[src/rtl/mcas_pkg.sv]
// Shared widths, cell command codes and cell interface structs of the assignment solver.
package mcas_pkg;

    localparam int MAX_ROWS = 32;
    localparam int MAX_COLS = 64;
    localparam int ROW_W    = 5;
    localparam int COL_W    = 6;
    localparam int OWNER_W  = 6;
    localparam int LINK_W   = 7;
    localparam int POT_W    = 48;
    localparam int COST_W   = 32;
    localparam int EDGE_W   = 16;
    localparam int EPOCH_W  = 8;
    localparam int NCELL    = MAX_COLS + 1;
    localparam int CELLS    = MAX_ROWS * MAX_COLS;
    localparam int ADDR_W   = ROW_W + COL_W;
    localparam int WORD_W   = EPOCH_W + COST_W + EDGE_W;

    localparam logic [2:0] CMD_NONE       = 3'd0;
    localparam logic [2:0] CMD_SOLVE_INIT = 3'd1;
    localparam logic [2:0] CMD_PHASE_INIT = 3'd2;
    localparam logic [2:0] CMD_VISIT      = 3'd3;
    localparam logic [2:0] CMD_UPDATE     = 3'd4;
    localparam logic [2:0] CMD_MOVE       = 3'd5;

    typedef struct packed {
        logic [2:0]                cmd;
        logic [LINK_W-1:0]         sel;
        logic [OWNER_W-1:0]        owner;
        logic signed [POT_W-1:0]   value;
    } cell_cmd_t;

    typedef struct packed {
        logic                      hit;
        logic [LINK_W-1:0]         col;
        logic [LINK_W-1:0]         from;
        logic signed [POT_W-1:0]   costu;
    } scan_bus_t;

    typedef struct packed {
        logic                      have;
        logic signed [POT_W-1:0]   delta;
        logic [LINK_W-1:0]         best;
    } token_t;

    typedef struct packed {
        logic [OWNER_W-1:0]        owner;
        logic signed [POT_W-1:0]   u;
        logic [LINK_W-1:0]         link;
    } cell_stat_t;

endpackage

[src/rtl/mcas_cell.sv]
// One column cell: potentials, slack, owner, back link, and one stage of the minimum chain.
module mcas_cell
    import mcas_pkg::*;
(
    input  logic              clk,
    input  logic              rst_n,
    input  logic [LINK_W-1:0] cell_idx,
    input  cell_cmd_t         cmd,
    input  scan_bus_t         scan,
    input  token_t            token_in,
    output token_t            token_out,
    output cell_stat_t        stat
);

    logic signed [POT_W-1:0] v_reg, v_next;
    logic signed [POT_W-1:0] u_reg, u_next;
    logic signed [POT_W-1:0] slack_reg, slack_next;
    logic                    finite_reg, finite_next;
    logic                    visited_reg, visited_next;
    logic [OWNER_W-1:0]      owner_reg, owner_next;
    logic [LINK_W-1:0]       link_reg, link_next;
    token_t                  token_reg, token_next;
    logic signed [POT_W-1:0] cand;

    always_comb
    begin
        v_next       = v_reg;
        u_next       = u_reg;
        slack_next   = slack_reg;
        finite_next  = finite_reg;
        visited_next = visited_reg;
        owner_next   = owner_reg;
        link_next    = link_reg;
        cand         = scan.costu - v_reg;

        // relax this column when its cost word comes by
        if (scan.hit && scan.col == cell_idx && !visited_reg &&
            (!finite_reg || cand < slack_reg))
        begin
            slack_next  = cand;
            finite_next = 1'b1;
            link_next   = scan.from;
        end

        unique case (cmd.cmd)
            CMD_NONE: ;
            CMD_SOLVE_INIT:
            begin
                v_next     = '0;
                u_next     = '0;
                owner_next = '0;
            end
            CMD_PHASE_INIT:
            begin
                visited_next = 1'b0;
                finite_next  = 1'b0;
                if (cell_idx == '0)
                begin
                    owner_next = cmd.owner;
                    u_next     = '0;
                end
            end
            CMD_VISIT:
            begin
                if (cmd.sel == cell_idx)
                begin
                    visited_next = 1'b1;
                end
            end
            CMD_UPDATE:
            begin
                if (visited_reg)
                begin
                    u_next = u_reg + cmd.value;
                    v_next = v_reg - cmd.value;
                end
                else if (finite_reg)
                begin
                    slack_next = slack_reg - cmd.value;
                end
            end
            CMD_MOVE:
            begin
                if (cmd.sel == cell_idx)
                begin
                    owner_next = cmd.owner;
                    u_next     = cmd.value;
                end
            end
            default: ;
        endcase

        // pass the running minimum on, taking this column if it is smaller
        token_next = token_in;
        if (!visited_reg && finite_reg && (!token_in.have || slack_reg < token_in.delta))
        begin
            token_next.have  = 1'b1;
            token_next.delta = slack_reg;
            token_next.best  = cell_idx;
        end
    end

    always_ff @(posedge clk or negedge rst_n)
    begin
        if (!rst_n)
        begin
            finite_reg  <= 1'b0;
            visited_reg <= 1'b0;
            owner_reg   <= '0;
            token_reg   <= '0;
        end
        else
        begin
            finite_reg  <= finite_next;
            visited_reg <= visited_next;
            owner_reg   <= owner_next;
            token_reg   <= token_next;
        end
    end

    always_ff @(posedge clk)
    begin
        v_reg     <= v_next;
        u_reg     <= u_next;
        slack_reg <= slack_next;
        link_reg  <= link_next;
    end

    assign token_out  = token_reg;
    assign stat.owner = owner_reg;
    assign stat.u     = u_reg;
    assign stat.link  = link_reg;

endmodule
[config.mk]
export PLATFORM = sky130hd
export DESIGN_NAME = mcas_cell
export DESIGN_NICKNAME = d
export VERILOG_FILES = /design/src/rtl/mcas_pkg.sv /design/src/rtl/mcas_cell.sv
export SDC_FILE = /design/constraint.sdc
export NUM_CORES = 1
export LEC_CHECK = 0
export BUFFER_PORTS_ARGS = -buffer_cell sky130_fd_sc_hd__buf_2
export CORE_UTILIZATION = 61
export CTS_BUF_LIST = sky130_fd_sc_hd__clkbuf_8
export CTS_CLUSTER_SIZE = 14
export DETAILED_ROUTE_END_ITERATION = 6
export GPL_ROUTABILITY_DRIVEN = 1
export GPL_TIMING_DRIVEN = 0
export PLACE_DENSITY = 0.93
export SLEW_MARGIN = 5
export SYNTH_ARGS = -nofsm -noshare
export SYNTH_HDL_FRONTEND = slang
export SYNTH_SLANG_ARGS = --single-unit
[constraint.sdc]
create_clock -name clk -period 6.7 [get_ports clk]
set_input_delay 0.335 -clock clk [delete_from_list [all_inputs] [get_ports clk]]
set_output_delay 0.335 -clock clk [all_outputs]
set_load 0.02 [all_outputs]
==> results.json <==
{
  "peakVddDrop_mv": 0.199,
  "clk_pin_slew_ns": 0.07,
  "hold_viol_final": 0,
  "path_class": "register to register",
  "fin_util_pct": 72.7,
  "synthTopCellsByCount": "ha_1 (282), a21oi_1 (278), inv_1 (231)",
  "synthesis.instances": 2559,
  "io_pins": 309,
  "grt-ovfl-total": 0,
  "synth_area_um2": 21200,
  "layoutNonFillerInstCount": 3425,
  "gr-usage-met3_pct": 7.30,
  "reg2reg_slack_ns": 0.82,
  "pwr_density_cell_nw_per_um2": 289,
  "place_congestion": 0.994,
  "cts_root_buffer": "clkbuf_8",
  "start_util_pct": 62.6,
  "ys_ff_latch": 215,
  "ys_types": 97,
  "min_path_type": "input port to register",
  "rows": 67,
  "synth_top_area_share_pct": 16.6,
  "core_area_um2": 33900,
  "ys.warnings.count": 0,
  "use_met1_pct": 51.3,
  "numCtsBuffers": 39,
  "yosys.area.top_type": "ha_1",
  "p_total_mw": 7.10,
  "synth_nets": 3037,
  "hold_depth": 3,
  "cap_violations": 0,
  "min_from": "token_in[53]",
  "worst_setup_path_start_kind": "register",
  "fillers": 2536,
  "htreeDepth": 2,
  "grt_pass1_wl_um": 111000,
  "clk_latency_ns": 0.61,
  "synth_area_per_cell_um2": 8.28,
  "reg2regPathDepth": 23,
  "tns_ns": 0,
  "worst_ep_required_time_ns": 7.14,
  "finClkSkew_ns": 0.0219,
  "finalSetupViolations": 0,
  "p_leak_nw": 11.8,
  "stdcell_area_um2": 24600,
  "clock-sinks": 215,
  "period_share_pct": 87.7,
  "ys_seq_area_share_pct": 26.7,
  "grt_max_degree": 58,
  "worstMarginPinSlew_ns": 0.981,
  "antenna_found_initial": 4,
  "cts_resized": 0,
  "clock_path_buffers": 3,
  "r2r_start": "v_reg[4]",
  "viasPerCell": 6.37,
  "dp_cells": 3317,
  "firstDrtPassIters": 7,
  "grt.total_usage_pct": 40.0,
  "num_vias": 21800,
  "ys_top_cells_by_area": "ha_1 (17%), edfxtp_1 (15%), dfrtp_1 (7.6%), a21oi_1 (6.6%), a21o_1 (4.7%)",
  "area.growth.synth_to_final_pct": 16.1,
  "critPathArrivalTime_ns": 6.32,
  "largest_reg_flops": 56,
  "ant_nets": 0,
  "wl_per_cell_um": 21.4,
  "grt.met2_usage_pct": 65.4,
  "die-area_um2": 35500,
  "final_max_slew_viol_count": 0,
  "dieHeight_um": 188,
  "grt_busiest_layer": "met2",
  "grt_pass1_vias": 21000,
  "outcome": "completed",
  "rsz0062_at_grt": "no",
  "dpl_cell_area_um2": 23400,
  "yosysMostFrequentCell": "ha_1",
  "synthFlopType": "edfxtp_1",
  "die_x_um": 188,
  "min_to": "token_out[53]",
  "drive_gt1_share_pct": 15.1,
  "synthArstFlopShare_pct": 29.8,
  "drt_iter0_markers": 2115,
  "slew_headroom_pct": 34.1,
  "io_buffers": 307,
  "fin_crit_ns": 5.88,
  "critPathMaxFanout": 10,
  "synth_edf_count": 103,
  "rr_endpoint": "slack_reg[4]",
  "cts_tree": "built",
  "nets": 3422,
  "end_kind": "register",
  "drc": 0,
  "fmax_mhz": 170,
  "wl_um": 73300,
  "hpwl_um": 56900
}
where the power goes:
part / internal (mW) / total, mW / switching, mW / leakage [nW]
clock: 0.793 / 1.44 / 0.645 / 0.463
sequential: 1.61 / 1.86 / 0.248 / 2.14
combinational: 1.55 / 3.81 / 2.26 / 9.21
worst max-delay path, stage by stage, from the launching register on:
cell and delay [ns]:
edfxtp_1 0.41, inv_1 0.08, ha_1 0.28, a21o_1 0.20, or3_1 0.30, o21ai_1 0.29, o31a_1 0.26, nand3_1 0.18
o21ai_1 0.29, o21ai_1 0.14, a311o_1 0.36, xor2_1 0.33, ha_1 0.32, a21o_1 0.16, a21o_1 0.17, a21oi_1 0.16
or2_2 0.16, nor4b_1 0.35, a31o_2 0.24, buf_2 0.22, buf_1 0.43, nor2_1 0.10, a21oi_1 0.14, o21ai_0 0.12
per-layer routing:
metal,wire [µm],share of wire (%)
met1,29500,40
met3,7290,9.9
met4,3320,4.5
met2,33200,45
met5,14,0.019
through the flow:
step	worst slack (ns)	hold slack [ns]
CTS	0.614	0.000881
floorplan	2.05	0.0394
finish	0.821	0.0140
global route	0.459	0.0257
global placement	0.442	0.492
detailed placement	0.643	0.204
final cells by class:
| class | instances | area [µm²] | area share (%) |
|---|---|---|---|
| multi-input cells | 2049 | 14400 | 58.6 |
| clock inverters | 21 | 183 | 0.742 |
| flip-flops and latches | 215 | 5660 | 23.0 |
| diodes | 3 | 7.51 | 0.0305 |
| repair buffers | 344 | 1950 | 7.91 |
| plain buffers | 63 | 269 | 1.09 |
| clock buffers | 50 | 688 | 2.80 |
| inverters | 232 | 871 | 3.54 |
| well taps | 448 | 561 | 2.28 |
layout by cell type (no fill, tap or decap), types with 42 or more instances in the layout:
cell      instances
a211oi_1         42
a21o_1          134
a21oi_1         278
buf_2           317
clkbuf_1         43
clkbuf_8         50
dfrtp_1          64
dfxtp_1          48
edfxtp_1        103
ha_1            282
inv_1           234
mux2i_1          55
nand2_1         193
nand3_1          43
nor2_1          226
o21ai_0         141
xnor2_1         109
xor2_1           65
cells by family (layout without fill, tap and decap cells):
family	count (synthesis)	count (layout)	share of synthesized area (%)
other cells	0	3	0
xor+xnor	174	174	7.19
flops	215	215	26.7
mux	65	65	3.13
buf+inv	295	710	5.38
compound gates	831	831	25.2
fa+ha+maj	286	286	17.0
simple gates	693	693	15.4
timing repair:
action / CTS / global route
hold buffers: 34 / 0
hold endpoints to repair: 97 / 0
setup buffers: 0 / 0
worst max path at each step:
stage	from	end	slack, ns	depth (start not counted)
2_1_floorplan	v_reg[32]	slack_reg[28]	2.05	24
3_3_place_gp	cell_idx[3]	u_reg[3]	0.44	5
3_5_place_dp	scan[4]	slack_reg[40]	0.64	22
4_1_cts	v_reg[4]	slack_reg[40]	0.61	22
5_1_grt	v_reg[4]	slack_reg[45]	0.46	22
6_report	v_reg[4]	slack_reg[4]	0.82	23
Power figures use the tool's default switching activity.
