**config.mk**
```make
export PLATFORM = sky130hd
export DESIGN_NAME = mcas_ram
export DESIGN_NICKNAME = d
export VERILOG_FILES = /design/src/rtl/mcas_ram.sv
export SDC_FILE = /design/constraint.sdc
export NUM_CORES = 1
export LEC_CHECK = 0
export BUFFER_PORTS_ARGS = -buffer_cell sky130_fd_sc_hd__buf_2
export CELL_PAD_IN_SITES_DETAIL_PLACEMENT = 1
export CELL_PAD_IN_SITES_GLOBAL_PLACEMENT = 2
export CORE_ASPECT_RATIO = 0.5
export CORE_UTILIZATION = 52
export DETAILED_ROUTE_END_ITERATION = 10
export PLACE_DENSITY_LB_ADDON = 0.1
export RECOVER_POWER = 50
export REMOVE_ABC_BUFFERS = 1
export SYNTH_ARGS = -nofsm -noshare
export SYNTH_HDL_FRONTEND = slang
export SYNTH_SLANG_ARGS = --single-unit
```
**constraint.sdc**
```tcl
create_clock -name clk -period 3.83 [get_ports clk]
set_input_delay 0.383 -clock clk [delete_from_list [all_inputs] [get_ports clk]]
set_output_delay 0.383 -clock clk [all_outputs]
set_load 0.02 [all_outputs]
```
**src/rtl/mcas_ram.sv**
```systemverilog
// Generic single-write, single-read RAM with registered read data.
module mcas_ram #(
    parameter int WIDTH = 8,
    parameter int DEPTH = 16,
    localparam int AW = $clog2(DEPTH)
) (
    input  logic             clk,
    input  logic             we,
    input  logic [AW-1:0]    waddr,
    input  logic [WIDTH-1:0] wdata,
    input  logic [AW-1:0]    raddr,
    output logic [WIDTH-1:0] rdata
);

    logic [WIDTH-1:0] mem [DEPTH];

    always_ff @(posedge clk)
    begin
        if (we)
        begin
            mem[waddr] <= wdata;
        end
        rdata <= mem[raddr];
    end

endmodule

```
==> results of run 1 <==
## per-layer routing
layer	wire [um]	global-route usage	part of all wire
met1	4854	0.3232	0.46
met2	4990	0.3546	0.47
met3	681	0.07327	0.064
met4	74	0.08244	0.0070
met5	0	0	0
## cells in the mapped netlist (2+ instances only)
cell type / instances / share of area
mux4_2: 18 / 0.079
nand2_1: 9 / 0.0066
clkdlybuf4s25_2: 3 / 0.0058
edfxtp_1: 128 / 0.75
buf_6: 3 / 0.0066
nand2b_1: 2 / 0.0024
buf_2: 3 / 0.0029
nor3_1: 4 / 0.0039
a22oi_1: 16 / 0.023
nand3b_1: 2 / 0.0029
dfxtp_1: 8 / 0.031
nor2_1: 13 / 0.0095
mux4_1: 14 / 0.071
## stage by stage
step           worst slack, ns  power (uW)  utilization
6_report                 1.812        3516       0.6265
5_1_grt                  1.740        3600       0.6265
4_1_cts                  1.779        3540       0.6281
3_5_place_dp             1.371        1868       0.5639
3_3_place_gp             1.372        1860       0.5639
2_1_floorplan            1.954        1781            -
## kinds of logic (layout without fill, tap and decap cells)
kind of cell           Yosys count  in the layout  synth area share
muxes                           32             32            0.1502
AOI/OAI and AO/OA               16             16           0.02334
DFF                            136            136            0.7778
and+or+nand+nor                 35             35           0.03184
buffers and inverters           10             59           0.01677
## sequential cells by signal (all words and copies together), names as in the netlist
name / flops
mem: 128
rdata: 8
## worst max path at each step
stage | start | end | slack [ns] | cells past startpoint
2_1_floorplan | waddr[2] | mem[0][0]$_DFFE_PP_ | 1.95 | 2
3_3_place_gp | waddr[2] | mem[0][4]$_DFFE_PP_ | 1.37 | 3
3_5_place_dp | waddr[2] | mem[0][7]$_DFFE_PP_ | 1.37 | 3
4_1_cts | waddr[2] | mem[0][5]$_DFFE_PP_ | 1.78 | 3
5_1_grt | raddr[0] | rdata[7]$_DFF_P_ | 1.74 | 5
6_report | waddr[2] | mem[0][5]$_DFFE_PP_ | 1.81 | 3
## final cells by class
cell class                      instances  area, um^2
Multi-Input combinational cell         83        1067
Sequential cell                       136        4004
Fill cell                             778        3563
Timing Repair Buffer                   27       125.1
Tap cell                              135       168.9
Clock buffer                           19       432.9
Clock inverter                         13       178.9
## power breakdown
group	internal [uW]	switching, uW
clock	1080	599
sequential	1670	9.83
combinational	58.6	100
total	2810	709
==> results.sh, run 1 <==
export IMPL_irDropWorstVdd_mv=0.3227
export IMPL_wirelength_um=10600
export IMPL_routabilityCongestion=0.7646
export IMPL_num_antenna_cells=0
export IMPL_grt_pass1_vias=2530
export IMPL_core_area_um2=9540
export IMPL_critPathMaxStageDelay_ns=1.02
export IMPL_netlist_instances=229
export IMPL_drive_gt1_frac=0.2374
export IMPL_critical_path_class="input pin to register"
export IMPL_min_to="mem[12][4]$_DFFE_PP_"
export IMPL_worstReg2RegEnd="rdata[4]$_DFF_P_"
export IMPL_cts_sinks=136
export IMPL_cpMaxStageDelayCell="nor3_1"
export IMPL_cts_setup_buffers=0
export IMPL_dr_pass1_iters=4
export IMPL_drcViolationCount=0
export IMPL_hold_buffers=0
export IMPL_hold_depth=2
export IMPL_boundaryPins=26
export IMPL_place_inst=381
export IMPL_track_usage=0.2330
export IMPL_cp_data_arrival_time_ns=2.03
export IMPL_finalSetupTns_ns=0
export IMPL_worstRegToRegCells=3
export IMPL_cap_viol_max_count=0
export IMPL_final_common_cell="edfxtp_1"
export IMPL_required_ns=3.84
export IMPL_wl_per_cell_um=25.67
export IMPL_final_cell_mix="128 x edfxtp_1, 18 x mux4_2, 17 x clkbuf_16, 16 x a22oi_1, 16 x buf_2"
export IMPL_drt_iter0_drc=168
export IMPL_synth_ff_type="edfxtp_1"
export IMPL_cp_num_buf_inv=1
export IMPL_place_area_um2=5380
export IMPL_antenna_found_initial=0
export IMPL_final_setup_viol_count=0
export IMPL_worst_pin_slew_ns=1.320
export IMPL_seq_area_frac_synth=0.7778
export IMPL_ctsRootBufferMaster="clkbuf_16"
export IMPL_finalCritPeriodShare=0.5270
export IMPL_whs_ns=0.4786
export IMPL_yosys_register_bits=136
export IMPL_grt_first_pass_wirelength_um=15660
export IMPL_viasPerCell=5.833
export IMPL_ff2ff_setup_slack_ns=2.35
export IMPL_p_leak_uw=0.001958
export IMPL_min_path_type="input pin to register"
export IMPL_cts_buffers=17
export IMPL_overflow=0
export IMPL_synth_edff_count=128
export IMPL_status="completed"
export IMPL_power_density_nw_per_um2=588.2
export IMPL_hold_viol_final=0
export IMPL_synthArstFlopShare=0
export IMPL_final_nets=283
export IMPL_clk_pin_slew_ns=0.06
export IMPL_start_kind="input pin"
export IMPL_crit_fanout=8
export IMPL_cts_tree="built"
export IMPL_numPortBuffers=25
export IMPL_period_minus_slack_ns=2.018
export IMPL_yosys_warnings=0
export IMPL_syn_avg_cell_area_um2=22.48
export IMPL_rsz0062_at_grt="false"
export IMPL_crit_path_end_kind="register"
export IMPL_ctsResizeCount=0
export IMPL_clkLatencyLatePin_ns=0.41
export IMPL_die_area_um2=10320
export IMPL_slew_violations=0
export IMPL_min_delay_start="waddr[0]"
export IMPL_clk_path_buf_depth=2
export IMPL_grt_max_degree=33
export IMPL_reg2reg_from="mem[10][4]$_DFFE_PP_"
export IMPL_initial_core_util=0.5395
export IMPL_finClkSkew_ns=0.01124
export IMPL_rows=25
export IMPL_die_x_um=142.7
export IMPL_cp_top_family="simple AND/OR/NAND/NOR gates"
export IMPL_die_h_um=72.35
export IMPL_vias=2409
export IMPL_fin_cells=413
export IMPL_syn2layout_area_growth_pct=16.12
export IMPL_ant_nets=0
export IMPL_max_freq_mhz=495.5
export IMPL_h_tree_depth=4
export IMPL_synth_area_um2=5147
export IMPL_slew_headroom=0.1130
export IMPL_final_area_um2=5977
export IMPL_synth_distinct_cells=19
export IMPL_cp_cell_sequence="clkbuf_1 -> or3b_2 -> nor3_1"
export IMPL_hpwl_um=6481
(Power assumes the default switching activity.)
==> inputs of run 2 (changes only) <==
--- a/config.mk
+++ b/config.mk
@@ -9,7 +9,7 @@
 export CELL_PAD_IN_SITES_DETAIL_PLACEMENT = 1
 export CELL_PAD_IN_SITES_GLOBAL_PLACEMENT = 2
 export CORE_ASPECT_RATIO = 0.5
-export CORE_UTILIZATION = 52
+export CORE_UTILIZATION = 48
 export DETAILED_ROUTE_END_ITERATION = 10
 export PLACE_DENSITY_LB_ADDON = 0.1
 export RECOVER_POWER = 50
==> constraint.sdc (replaced) <==
create_clock -name clk -period 1.9 [get_ports clk]
set_input_delay 0.19 -clock clk [delete_from_list [all_inputs] [get_ports clk]]
set_output_delay 0.19 -clock clk [all_outputs]
set_load 0.02 [all_outputs]
==> results.sh, run 2 (synthesis results as in run 1) <==
export IMPL_seqPwrFrac=0.508
export IMPL_status="completed"
export IMPL_ctsResizeCount=0
export IMPL_worst_pin_slew_ns=0.8407
export IMPL_final_nets=303
export IMPL_cpMaxStageDelayCell="mux4_1"
export IMPL_cts_buffers=17
export IMPL_dr_pass1_iters=4
export IMPL_ant_nets=0
export IMPL_vias=2478
export IMPL_largest_register_ffs=128
export IMPL_rows=26
export IMPL_p_int_uw=5182
export IMPL_ff_latch_area_um2=4004
export IMPL_syn2layout_area_growth_pct=17.84
export IMPL_cap_viol_max_count=0
export IMPL_p_sw_uw=1468
export IMPL_ctsRootBufferMaster="clkbuf_16"
export IMPL_finalSetupTns_ns=0
export IMPL_top_regs="mem x128, rdata x8"
export IMPL_clkLatencyLatePin_ns=0.42
export IMPL_routabilityCongestion=0.7512
export IMPL_cp_data_arrival_time_ns=1.76
export IMPL_largest_register="mem"
export IMPL_pwr_share_comb=0.052
export IMPL_track_usage=0.2184
export IMPL_die_x_um=148.5
export IMPL_clk_pin_slew_ns=0.06
export IMPL_die_area_um2=11170
export IMPL_irDropWorstVdd_mv=0.6731
export IMPL_wl_per_cell_um=24.81
export IMPL_rsz0062_at_grt="false"
export IMPL_num_antenna_cells=0
export IMPL_cts_tree="built"
export IMPL_final_setup_viol_count=0
export IMPL_core_area_um2=10310
export IMPL_drcViolationCount=0
export IMPL_critPathMaxStageDelay_ns=0.51
export IMPL_min_path_type="input pin to register"
export IMPL_antenna_found_initial=0
export IMPL_final_cell_mix="128 x edfxtp_1, 19 x buf_4, 18 x mux4_2, 17 x clkbuf_16"
export IMPL_p_leak_uw=0.002034
export IMPL_swShare=0.2207
export IMPL_final_common_cell="edfxtp_1"
export IMPL_slew_headroom=0.4396
export IMPL_finalCoreUtilization=0.5882
export IMPL_clk_path_buf_depth=2
export IMPL_crit_path_end_kind="register"
export IMPL_numPortBuffers=25
export IMPL_dp_slack_ns=0.1558
export IMPL_drt_iter0_drc=228
export IMPL_finClkSkew_ns=0.01350
export IMPL_hold_viol_final=0
export IMPL_p_total_uw=6650
export IMPL_initial_core_util=0.4992
export IMPL_cp_cell_sequence="mux4_1 -> a22oi_1 -> nand2_1"
export IMPL_nFillCells=880
export IMPL_multi_input_area_um2=1057
export IMPL_critical_path_class="register to register"
export IMPL_clock_power_share=0.441
export IMPL_grt_pass1_vias=2540
export IMPL_grt_max_degree=33
export IMPL_hold_buffers=0
export IMPL_hpwl_um=6778
export IMPL_cts_setup_buffers=0
export IMPL_viasPerCell=5.658
export IMPL_period_minus_slack_ns=1.464
export IMPL_grt_first_pass_wirelength_um=15970
export IMPL_boundaryPins=26
export IMPL_slew_violations=0
export IMPL_overflow=0
export IMPL_required_ns=2.19
export IMPL_die_h_um=75.23
export IMPL_max_freq_mhz=683.0
export IMPL_finalCritPeriodShare=0.7706
export IMPL_start_kind="register"
export IMPL_wirelength_um=10870
export IMPL_crit_fanout=1
export IMPL_power_density_nw_per_um2=1096
export IMPL_cts_sinks=136
export IMPL_h_tree_depth=4
export IMPL_final_setup_worst_slack_ns=0.4359
export IMPL_drive_gt1_frac=0.2886
==> run 2: cell types whose count changed in the layout (fill, tap and decap cells not counted), sizes merged <==
cell / change
clkbuf: +1
buf: +20
bufinv: -4
clkinv: +2
clkinvlp: +1
==> run 2: worst max-delay path: cells and delay by family, from the launching register on <==
| kind | cells | cell delay [ns] |
|---|---|---|
| and+or+nand+nor | 1 | 0.08 |
| AOI/OAI and AO/OA | 1 | 0.38 |
| muxes | 1 | 0.51 |
| DFF | 1 | 0.36 |
==> run 2: metrics by stage <==
step,hold WS [ns],instances,instance area (um^2)
detailed placement,0.6042,406,5552
finish,0.3240,438,6066
CTS,0.1460,438,6081
global route,0.3468,438,6066
floorplan,0.2889,219,5061
global placement,0.5784,406,5552
==> run 2: layout make-up <==
type | count | share of cell area
sequential | 136 | 0.6601
multi-input combinational | 83 | 0.1743
clock buffer | 20 | 0.07364
timing repair buffer | 47 | 0.04950
tap | 140 | 0.02888
clock inverter | 12 | 0.01361
==> run 2: per-layer routing <==
| metal | GRT usage | share of wire |
|---|---|---|
| met3 | 0.06182 | 0.047 |
| met1 | 0.3174 | 0.50 |
| met5 | 0 | 0 |
| met4 | 0.08935 | 0.012 |
| met2 | 0.3146 | 0.44 |
==> run 2: path summary, 6_finish.rpt <==
| check | slack, ns | end | startpoint | cells after the start |
|---|---|---|---|---|
| worst max-delay path | 0.44 | rdata[2]$_DFF_P_ | mem[9][2]$_DFFE_PP_ | 3 |
| worst min-delay path | 0.32 | mem[4][1]$_DFFE_PP_ | wdata[1] | 1 |
| worst max register to register | 0.44 | rdata[2]$_DFF_P_ | mem[9][2]$_DFFE_PP_ | 3 |
| worst min register to register | 0.69 | rdata[6]$_DFF_P_ | mem[12][6]$_DFFE_PP_ | 3 |
==> run 2: power by group through the flow <==
stage               Combinational [uW]  Sequential [uW]  Clock [uW]
floorplan                          134             3460           0
global placement                   343             3430           0
detailed placement                 352             3440           0
CTS                                354             3380        2990
global route                       373             3380        3100
finish                             344             3380        2930
==> inputs of run 3 (changes only) <==
--- a/config.mk
+++ b/config.mk
@@ -9,7 +9,7 @@
 export CELL_PAD_IN_SITES_DETAIL_PLACEMENT = 1
 export CELL_PAD_IN_SITES_GLOBAL_PLACEMENT = 2
 export CORE_ASPECT_RATIO = 0.5
-export CORE_UTILIZATION = 48
+export CORE_UTILIZATION = 43
 export DETAILED_ROUTE_END_ITERATION = 10
 export PLACE_DENSITY_LB_ADDON = 0.1
 export RECOVER_POWER = 50
==> constraint.sdc (replaced) <==
create_clock -name clk -period 1.3 [get_ports clk]
set_input_delay 0.13 -clock clk [delete_from_list [all_inputs] [get_ports clk]]
set_output_delay 0.13 -clock clk [all_outputs]
set_load 0.02 [all_outputs]
==> results.sh, run 3 (synthesis results as in run 1) <==
export IMPL_status="complete, but fails checks"
export IMPL_violations="setup timing"
export IMPL_p_leak_uw=0.002076
export IMPL_ctsRootBufferMaster="clkbuf_16"
export IMPL_cts_buffers=17
export IMPL_grt_max_degree=24
export IMPL_wl_per_cell_um=23.77
export IMPL_drcViolationCount=0
export IMPL_syn2layout_area_growth_pct=20.59
export IMPL_top_regs="mem x128, rdata x8"
export IMPL_final_setup_viol_count=5
export IMPL_slew_headroom=0.3871
export IMPL_drive_gt1_frac=0.3475
export IMPL_drt_iter0_drc=268
export IMPL_start_kind="register"
export IMPL_cp_data_arrival_time_ns=1.65
export IMPL_viasPerCell=5.371
export IMPL_multi_input_area_um2=1055
export IMPL_cpMaxStageDelayCell="mux4_2"
export IMPL_rows=27
export IMPL_dp_slack_ns=-0.4466
export IMPL_largest_register="mem"
export IMPL_numPortBuffers=25
export IMPL_cts_setup_buffers=0
export IMPL_p_sw_uw=2099
export IMPL_die_area_um2=12440
export IMPL_cap_viol_max_count=0
export IMPL_critPathMaxStageDelay_ns=0.46
export IMPL_required_ns=1.60
export IMPL_power_density_nw_per_um2=1646
export IMPL_cts_sinks=136
export IMPL_track_usage=0.1993
export IMPL_cp_cell_sequence="mux4_2 -> a22oi_1 -> buf_4 -> nand2_2"
export IMPL_hpwl_um=7131
export IMPL_nFillCells=1010
export IMPL_final_setup_worst_slack_ns=-0.04473
export IMPL_irDropWorstVdd_mv=0.9063
export IMPL_final_cell_mix="128 x edfxtp_1, 26 x mux4_2, 24 x buf_4, 17 x clkbuf_16, 17 x buf_2"
export IMPL_worst_pin_slew_ns=0.9159
export IMPL_cts_tree="built"
export IMPL_ant_nets=0
export IMPL_crit_fanout=1
export IMPL_cp_top_family="multiplexers"
export IMPL_die_x_um=156.7
export IMPL_cp_num_buf_inv=1
export IMPL_hold_viol_final=0
export IMPL_overflow=0
export IMPL_initial_core_util=0.4548
export IMPL_period_minus_slack_ns=1.345
export IMPL_largest_register_ffs=128
export IMPL_seqPwrFrac=0.483
export IMPL_max_freq_mhz=743.6
export IMPL_critical_path_class="register to register"
export IMPL_grt_first_pass_wirelength_um=16550
export IMPL_finalCritPeriodShare=1.034
export IMPL_clk_pin_slew_ns=0.06
export IMPL_final_common_cell="edfxtp_1"
export IMPL_grt_pass1_vias=2654
export IMPL_wirelength_um=11030
export IMPL_slew_violations=0
export IMPL_vias=2492
export IMPL_core_area_um2=11320
export IMPL_h_tree_depth=4
export IMPL_crit_path_end_kind="register"
export IMPL_clk_path_buf_depth=2
export IMPL_min_path_type="input pin to register"
export IMPL_finClkSkew_ns=0.007952
export IMPL_hold_buffers=0
export IMPL_boundaryPins=26
export IMPL_routabilityCongestion=0.7072
export IMPL_clock_power_share=0.465
export IMPL_antenna_found_initial=0
export IMPL_dr_pass1_iters=4
export IMPL_finalSetupTns_ns=-0.1190
export IMPL_num_antenna_cells=0
export IMPL_pwr_share_comb=0.053
export IMPL_rsz0062_at_grt="true"
export IMPL_ff_latch_area_um2=4004
export IMPL_p_int_uw=8116
export IMPL_final_nets=310
export IMPL_die_h_um=79.37
export IMPL_clkLatencyLatePin_ns=0.41
export IMPL_swShare=0.2055
==> run 3: cell count changes in the layout (fill, tap and decap cells not counted), moves of 2 or more <==
| cell | before | now |
|---|---|---|
| mux4_1 | 14 | 6 |
| bufinv_16 | 0 | 3 |
| clkinvlp_4 | 6 | 3 |
| buf_4 | 19 | 24 |
| mux4_2 | 18 | 26 |
| a22oi_1 | 16 | 11 |
| clkinv_1 | 0 | 2 |
| a22oi_2 | 0 | 5 |
==> run 3: metrics by stage <==
| step | cells | power [uW] | util | hold slack, ns | cell area [um^2] |
|---|---|---|---|---|---|
| global placement | 432 | 5530 | 0.4984 | 0.5224 | 5640 |
| CTS | 464 | 10320 | 0.5501 | 0.09617 | 6226 |
| global route | 464 | 10510 | 0.5485 | 0.2881 | 6207 |
| finish | 464 | 10220 | 0.5485 | 0.2561 | 6207 |
| detailed placement | 432 | 5554 | 0.4984 | 0.5371 | 5640 |
| floorplan | 219 | 5247 | - | 0.2289 | 5061 |
==> run 3: final cells by class <==
type | count | share of cell area
Tap cell | 159 | 0.03205
Clock buffer | 18 | 0.06914
Clock inverter | 14 | 0.02540
Sequential cell | 136 | 0.6450
Multi-Input combinational cell | 83 | 0.1699
Timing Repair Buffer | 54 | 0.05846
==> run 3: path summary, 6_finish.rpt <==
kind         slack (ns)                  from              endpoint  cells past startpoint
max               -0.04   mem[0][4]$_DFFE_PP_      rdata[4]$_DFF_P_                      4
min                0.26              wdata[7]  mem[11][7]$_DFFE_PP_                      1
max reg2reg       -0.04   mem[0][4]$_DFFE_PP_      rdata[4]$_DFF_P_                      4
min reg2reg        0.67  mem[14][6]$_DFFE_PP_      rdata[6]$_DFF_P_                      3
==> run 3: layer usage <==
layer	routed length (um)	GRT usage	part of all wire
met1	5509	0.2868	0.50
met2	4997	0.2960	0.45
met3	416	0.05076	0.038
met4	104	0.06863	0.0094
met5	0	0	0
==> run 3: power by group through the flow <==
stage | Combinational [uW] | Clock (uW) | Sequential [uW]
floorplan | 196 | 0 | 5050
global placement | 519 | 0 | 5010
detailed placement | 535 | 0 | 5020
CTS | 552 | 4840 | 4930
global route | 582 | 4990 | 4940
finish | 539 | 4750 | 4930
==> run 3: what timing repair did <==
item                       CTS  global route
resized for setup           12             2
setup endpoints to repair    8             8
pin swaps                    7             1
